File: config.mk
export PLATFORM = sky130hd
export DESIGN_NAME = rtr_div_cell
export DESIGN_NICKNAME = d
export VERILOG_FILES = /design/src/hw/rtl/rtr_pkg.sv /design/src/hw/rtl/rtr_div_cell.sv
export SDC_FILE = /design/constraint.sdc
export NUM_CORES = 1
export LEC_CHECK = 0
export ABC_AREA = 0
export BUFFER_PORTS_ARGS = -buffer_cell sky130_fd_sc_hd__buf_2
export CAP_MARGIN = 20
export CORE_ASPECT_RATIO = 0.5
export CORE_MARGIN = 10
export CORE_UTILIZATION = 25
export DETAILED_ROUTE_END_ITERATION = 8
export GPL_ROUTABILITY_DRIVEN = 0
export PLACE_DENSITY = 0.54
export SLEW_MARGIN = 5
export SYNTH_ARGS = -nofsm -noshare
export SYNTH_HDL_FRONTEND = slang
export SYNTH_SLANG_ARGS = --single-unit
File: constraint.sdc
create_clock -name clk -period 0.8 [get_ports clk]
set_input_delay 0.16 -clock clk [delete_from_list [all_inputs] [get_ports clk]]
set_output_delay 0.16 -clock clk [all_outputs]
set_load 0.1 [all_outputs]
File: src/hw/rtl/rtr_pkg.sv
// Package for the rational time rescaler.
// Holds the transfer payload types, status codes and rounding mode codes.
package rtr_pkg;

    localparam logic [1:0] ST_OK       = 2'd0;
    localparam logic [1:0] ST_BAD_RATE = 2'd1;
    localparam logic [1:0] ST_OVERFLOW = 2'd2;

    localparam logic [1:0] RM_TRUNC = 2'd0;
    localparam logic [1:0] RM_FLOOR = 2'd1;
    localparam logic [1:0] RM_CEIL  = 2'd2;
    localparam logic [1:0] RM_NEAR  = 2'd3;

    typedef struct packed {
        logic signed [63:0] time_units;
        logic signed [31:0] src_rate_num;
        logic signed [31:0] src_rate_den;
        logic signed [31:0] dst_rate_num;
        logic signed [31:0] dst_rate_den;
        logic        [1:0]  round_mode;
    } in_item_t;

    typedef struct packed {
        logic signed [63:0] scaled_units;
        logic        [1:0]  status;
    } res_item_t;

    typedef struct packed {
        logic       valid;
        logic       bad;
        logic       neg;
        logic [1:0] mode;
    } ctl_t;

endpackage

File: src/hw/rtl/rtr_div_cell.sv
// One restoring division step: develops one quotient bit per cell.
// Depends on rtr_pkg.
module rtr_div_cell #(
    parameter int UNITS_WIDTH = 64,
    parameter int RATE_WIDTH  = 32
) (
    input  logic                                    clk,
    input  logic                                    rst_n,
    input  logic                                    ce,
    input  rtr_pkg::ctl_t                           ctl_in,
    input  logic [2*RATE_WIDTH-3:0]                 div_in,
    input  logic [2*RATE_WIDTH-3:0]                 rem_in,
    input  logic [UNITS_WIDTH+2*RATE_WIDTH-3:0]     num_in,
    input  logic [UNITS_WIDTH:0]                    q_in,
    input  logic                                    sticky_in,
    output rtr_pkg::ctl_t                           ctl_out,
    output logic [2*RATE_WIDTH-3:0]                 div_out,
    output logic [2*RATE_WIDTH-3:0]                 rem_out,
    output logic [UNITS_WIDTH+2*RATE_WIDTH-3:0]     num_out,
    output logic [UNITS_WIDTH:0]                    q_out,
    output logic                                    sticky_out
);
    import rtr_pkg::*;

    localparam int UW = UNITS_WIDTH;
    localparam int PW = 2*RATE_WIDTH - 2;
    localparam int NW = UW + PW;

    ctl_t          ctl_reg;
    logic [PW-1:0] div_reg;
    logic [PW-1:0] rem_reg, rem_next;
    logic [NW-1:0] num_reg;
    logic [UW:0]   q_reg, q_next;
    logic          sticky_reg;
    logic [PW:0]   r2;
    logic          ge;

    always_comb
    begin
        r2       = {rem_in, num_in[NW-1]};
        ge       = r2 >= {1'b0, div_in};
        rem_next = ge ? PW'(r2 - {1'b0, div_in}) : r2[PW-1:0];
        q_next   = {q_in[UW-1:0], ge};
    end

    always_ff @(posedge clk or negedge rst_n)
    begin
        if (!rst_n)
            ctl_reg <= '0;
        else if (ce)
            ctl_reg <= ctl_in;
    end

    always_ff @(posedge clk)
    begin
        if (ce)
        begin
            div_reg    <= div_in;
            rem_reg    <= rem_next;
            num_reg    <= num_in << 1;
            q_reg      <= q_next;
            sticky_reg <= sticky_in | q_in[UW];
        end
    end

    assign ctl_out    = ctl_reg;
    assign div_out    = div_reg;
    assign rem_out    = rem_reg;
    assign num_out    = num_reg;
    assign q_out      = q_reg;
    assign sticky_out = sticky_reg;

endmodule

==> out/results.ini, run 1 <==
[outcome]
status=finished, violations left
violations=hold timing, setup timing

[final_layout]
area_growth_pct=115
drive_gt1_share_pct=51.3
post-route-util_pct=54.6
nNetsFinal=2735

[critical_path]
required_ns=1.08
rrSetupSlack_ns=0
critPathKind=in2reg
reg2reg_to=ctl_out[0]
r2r_cells=1
arrival_ns=3.11
critPathCaptureType=flip-flop
crit_path_max_fanout=3
critPathLaunchType=input pin
reg2reg_from=ctl_out[0]

[yosys]
synthFlopType=edfxtp_1
synthArstFlopShare_pct=1.56
syn_nets=1457
syn_area_um2=14600
synthTopCellsByCount=edfxtp_1 (315), inv_1 (78), a21oi_1 (72)
synth_top_area_share_pct=64.8
ys_ff_latch=320
ys_warn_count=0
synth.area.top_cells=edfxtp_1 (65%), ha_1 (5.4%), mux2_2 (2.9%)
yosysSeqAreaShare_pct=65.6
synth_edf_count=315
synth_cells=1069
yosysUniqueCellTypes=72
synth_area_per_cell_um2=13.7
yosysMostFrequentCell=edfxtp_1
yosys.area.top_type=edfxtp_1

[clock_network]
clkTransAtPathRegs_ns=0.06
hold_buffers=295
clkSinkCount=320
ctsHtreeMaxLevel=2
root_buffer=clkbuf_16
cts_tree=built
cts_inserted_buffers=35
cts_buffer_depth=3
insertion_delay_ns=0.53

[power_and_ir_drop]
p_seq_share_pct=33.1
ir_drop_v=0.00112
p_sw_uw=25700
internal_power_uw=40500
pwr-share-clk_pct=23.7
power.density_nw_per_um2=2110
combPwrFrac_pct=43.3
leakagePower_uw=0.0133
p_sw_share_pct=38.8
finalPower_uw=66100

[grt]
antenna_found_initial=13
grt_pass1_wl_mm=102
grt_pass1_vias=14982
grt_start_max_net_pins=34
track_usage_pct=19.9
gr-total-overflow=0

[sta]
grt_setup_unrepaired=true
skew_ns=0
min_period_ns=2.83
fmax_ghz=0.353
tightest_slew_ns=0.626
fin_ws_ns=-2.03
fin_crit_sh_pct=354
hold_slack_ns=-0.0706
max-slew-margin-rel_pct=57.8
maxSlewViolCount=0
finalHoldViolations=4
setup_viol=384

[run]
maxCapViolations=0

[placed_design]
io_buffer_count=643
dp_hpwl_mm=55.9

[floorplanning]
core-area_um2=57600
die_h_um=191
core.rowCount=62
dieArea_um2=69100
initial_utilization_pct=25.4
io_pins=645
die_x_um=362

[routing]
drt_iter0_markers=847
final_antenna_net_count=0
drc=0
routed_wl_mm=73.2
vias=14351
viasPerCell=4.56
dr.pass1.iters=6
route.detailed.wl_per_inst_um=23.3

[min_path]
hp-class=in2reg
hold_path.startpoint=q_in[64]
whs_path_depth=2
min_to=sticky_out

[state kept, by name (all words and copies together) (netlist names)]
register	flops
num_out	125
q_out	65
div_out	62
rem_out	62
ctl_out	5
sticky_out	1
[worst max-delay path: stages]
cell       delay [ns]
buf_8            0.11
inv_12           0.04
ha_4             0.11
inv_2            0.03
fa_2             0.38
a211oi_4         0.28
nor2_2           0.09
o31a_1           0.25
or2_1            0.24
a221o_1          0.35
a2111o_1         0.41
and2_4           0.18
a2111oi_4        0.36
o41ai_2          0.11
[power groups by stage]
stage                     Combinational [uW]  Sequential, uW  Clock (uW)
final                                  28600           21900       15600
after global routing                   29500           22000       16800
after CTS                              28400           21900       16100
after detailed placement               25800           22200           0
after global placement                 25700           22200           0
after floorplan                         3510           32500           0
[logic make-up after synthesis]
kind of cell               count (synthesis)  share of synthesized area (%)
DFF                                      320                           65.6
AOI/OAI and AO/OA                        252                           11.7
and+or+nand+nor                          238                           8.22
buffers and inverters                    110                           3.19
adders and majority gates                 64                           5.53
xor gates and xnor gates                  45                           2.70
muxes                                     39                           3.00
other                                      1                         0.0257
[stage by stage]
stage	instance area (um2)	TNS, ns	cells	setup slack, ns
floorplan	14700	-214.11	1069	-2.39
global placement	25900	-203.01	2749	-2.60
detailed placement	25900	-205.12	2749	-2.67
CTS	31200	-275.69	3131	-2.01
global route	31400	-288.74	3145	-2.11
finish	31400	-271.41	3148	-2.03
[metal layers]
layer	vias up	share of wire [%]	track usage [%]
met5	-	0.016	0
met4	2	3.4	6.76
met3	137	5.8	4.72
met2	415	53	36.3
met1	7157	38	22.8
li1	6640	-	-
[how the worst max path moves through the flow]
stage | start | endpoint | slack, ns | cells after the start
3_5_place_dp | num_in[125] | rem_out[56] | -2.67 | 14
3_3_place_gp | num_in[125] | rem_out[52] | -2.60 | 14
6_report | num_in[125] | rem_out[56] | -2.03 | 14
2_1_floorplan | num_in[125] | rem_out[52] | -2.39 | 14
4_1_cts | num_in[125] | rem_out[56] | -2.01 | 14
5_1_grt | num_in[125] | rem_out[56] | -2.11 | 14
[timing repair]
item / CTS / global route
setup buffers: 27 / 5
cloned: 5 / 1
gates resized for setup: 218 / 39
pin swaps: 61 / 18
hold endpoints to repair: 302 / 4
endpoints found under the setup margin: 383 / 388
[layout make-up]
class                           count  area (um2)
Clock inverter                     12         105
Sequential cell                   320        9580
Fill cell                        4640       26100
Antenna cell                       13        32.5
Timing Repair Buffer             1272       13900
Clock buffer                       45         935
Tap cell                          768         961
Inverter                           79         324
Multi-Input combinational cell    639        5560
[layout by cell type (no fill, tap or decap), types with 9 or more instances in the layout]
cell type      netlist  layout
dlygate4sd3_1        0     294
mux2_4               0      29
xor2_1              13      13
buf_6                3      25
buf_2                3     307
o21ai_0             52      27
nand3_1             39      37
nor2_1              46      42
o21ai_2              1      15
nand4_1             18      18
o211ai_1             9       9
clkbuf_16            0      37
diode_2              0      13
a21oi_1             72      63
o21ai_1              5      16
clkbuf_1            17       9
a21o_1              14      14
buf_12               0     335
inv_1               78      58
buf_4                7     301
mux2_2              38       9
edfxtp_1           315     315
o21bai_1            16      14
ha_1                63      29
nand2_1             59      52
ha_4                 0      31
nor3_1              21      19
xnor2_1             32      30
inv_2                1      17
No activity file was read; power rests on OpenSTA's default activity.
==> inputs of run 2 (changes only) <==
--- a/config.mk
+++ b/config.mk
@@ -14,6 +14,7 @@
 export DETAILED_ROUTE_END_ITERATION = 8
 export GPL_ROUTABILITY_DRIVEN = 0
 export PLACE_DENSITY = 0.54
+export SKIP_LAST_GASP = 1
 export SLEW_MARGIN = 5
 export SYNTH_ARGS = -nofsm -noshare
 export SYNTH_HDL_FRONTEND = slang
==> out/results.ini, run 2 (same netlist as run 1, synthesis figures left out) <==
[outcome]
status=finished, violations left
violations=hold timing, setup timing

[sta]
skew_ns=0  ; unchanged
finalHoldViolations=4  ; unchanged
hold_slack_ns=-0.0706  ; -0.0000503 ns
fin_crit_sh_pct=354  ; about the same
fmax_ghz=0.353  ; about the same
setup_viol=384  ; unchanged
max-slew-margin-rel_pct=59.8  ; +2.0 points
min_period_ns=2.83  ; +0.000820 ns
grt_setup_unrepaired=true
maxSlewViolCount=0  ; unchanged
tightest_slew_ns=0.596  ; -0.0293 ns
fin_ws_ns=-2.03  ; -0.000820 ns

[final_layout]
largest_reg_flops=125  ; unchanged
drive_gt1_share_pct=51.6  ; +0.23 points
final_cell_mix=buf_12 (335), edfxtp_1 (315), buf_4 (306)
area_growth_pct=115
mostFrequentLayoutCell=buf_12
nNetsFinal=2738  ; +0.11%
post-route-util_pct=54.6  ; +0.057 points
fillers=4632  ; -0.17%

[clock_network]
cts_inserted_buffers=35  ; unchanged
root_buffer=clkbuf_16
insertion_delay_ns=0.53  ; about the same
hold_buffers=295  ; unchanged
ctsHtreeMaxLevel=2  ; unchanged
clkTransAtPathRegs_ns=0.06  ; about the same
clkSinkCount=320  ; unchanged
cts_buffer_depth=3  ; unchanged
cts_tree=built

[run]
maxCapViolations=0  ; unchanged

[routing]
routed_wl_mm=73.2  ; about the same
viasPerCell=4.56  ; about the same
drc=0  ; unchanged
final_antenna_net_count=0  ; unchanged
route.detailed.wl_per_inst_um=23.2  ; -0.20%
vias=14378  ; +0.19%
dr.pass1.iters=5  ; -1
drt_iter0_markers=808  ; -4.6%

[grt]
antenna_found_initial=13  ; unchanged
grt_pass1_vias=14935  ; -0.31%
gr-total-overflow=0  ; unchanged
grt_pass1_wl_mm=102  ; about the same
grt_start_max_net_pins=34  ; unchanged
track_usage_pct=19.9  ; about the same

[min_path]
whs_path_depth=2  ; unchanged
hp-class=in2reg
hold_path.startpoint=q_in[64]
min_to=sticky_out

[critical_path]
required_ns=1.08  ; about the same
worstPathCellList=buf_8 > inv_12 > ha_4 > inv_2 > fa_2 > a211oi_4 > nor2_2 > o31a_1 > or2_1 > a221o_1 > a2111o_1 > and2_4 > a2111oi_4 > o41ai_2
reg2reg_to=ctl_out[0]
arrival_ns=3.11  ; about the same
crit_slowest_cell=a2111o_1
crit_path_max_fanout=3  ; unchanged
critPathLaunchType=input pin
rrSetupSlack_ns=0  ; unchanged
critPathKind=in2reg
critPathCaptureType=flip-flop
r2r_cells=1  ; unchanged
slowest_delay_ns=0.42  ; about the same
reg2reg_from=ctl_out[0]

[floorplanning]
die_x_um=362  ; unchanged
dieArea_um2=69100  ; unchanged
core.rowCount=62  ; unchanged
initial_utilization_pct=25.4  ; unchanged
die_h_um=191  ; unchanged
io_pins=645  ; unchanged
core-area_um2=57600  ; unchanged

[power_and_ir_drop]
ir_drop_v=0.00112  ; about the same
leakagePower_uw=0.0133  ; +0.16%
power.density_nw_per_um2=2100  ; about the same

[placed_design]
dp_hpwl_mm=55.9  ; unchanged
io_buffer_count=643  ; unchanged

==> run 2: cell count changes in the layout (fill, tap and decap cells not counted), moves of 3 or more <==
cell,change
buf_2,-3
inv_2,+4
inv_1,-4
buf_4,+5
a21boi_0,+3
a21boi_1,-3
==> run 2: area by class of cell <==
class / instances / area, um2 / share of cell area (%)
Antenna cell: 14 / 35.0 / 0.111
Clock buffer: 45 / 935 / 2.97
Clock inverter: 12 / 105 / 0.334
Inverter: 79 / 322 / 1.02
Multi-Input combinational cell: 639 / 5560 / 17.7
Sequential cell: 320 / 9580 / 30.5
Tap cell: 768 / 961 / 3.06
Timing Repair Buffer: 1275 / 14000 / 44.4
==> run 2: per-stage QoR <==
step | TNS [ns] | setup WS [ns] | std cells | total power (uW) | cell area, um2
5_1_grt | -291.45 | -2.11 | 3148 | 68200 | 31400
2_1_floorplan | -214.11 | -2.39 | 1069 | 36000 | 14700
4_1_cts | -275.80 | -2.01 | 3131 | 66300 | 31200
3_5_place_dp | -205.12 | -2.67 | 2749 | 48000 | 25900
3_3_place_gp | -203.01 | -2.60 | 2749 | 47900 | 25900
6_report | -275.63 | -2.03 | 3152 | 66200 | 31500
==> run 2: critical path, delay by kind of cell <==
family	cells	cell delay [ns]
AO/OA/AOI/OAI	6	1.77
AND/OR/NAND/NOR	3	0.51
adder cells (fa/ha/maj)	2	0.49
buffers and inverters	3	0.18
==> run 2: worst max path at each step <==
| stage | end | slack (ns) | cells past startpoint | start |
|---|---|---|---|---|
| after floorplan | rem_out[52] | -2.39 | 14 | num_in[125] |
| after global placement | rem_out[52] | -2.60 | 14 | num_in[125] |
| after detailed placement | rem_out[56] | -2.67 | 14 | num_in[125] |
| after CTS | rem_out[56] | -2.01 | 14 | num_in[125] |
| after global routing | rem_out[56] | -2.11 | 14 | num_in[125] |
| final | rem_out[56] | -2.03 | 14 | num_in[125] |
==> run 2: metal layers <==
layer | vias to the layer above | wire, um | part of all wire, % | GRT usage [%]
met5 | - | 16 | 0.022 | 0
met4 | 2 | 2170 | 3.0 | 6.29
met3 | 120 | 4150 | 5.7 | 4.64
met2 | 429 | 38700 | 53 | 36.5
met1 | 7180 | 28200 | 39 | 22.9
li1 | 6647 | - | - | -
==> run 2: report_power, final <==
group / internal (uW) / switching, uW / leakage, uW
sequential: 20400 / 1460 / 0.00314
clock: 8600 / 7050 / 0.000503
combinational: 11500 / 17200 / 0.00971
==> run 2: what timing repair did <==
action / CTS / global route
setup buffers: 27 / 8
gates resized for setup: 210 / 47
hold endpoints to repair: 302 / 4
pin swaps: 59 / 25
cloned: 5 / 1
endpoints found under the setup margin: 383 / 388
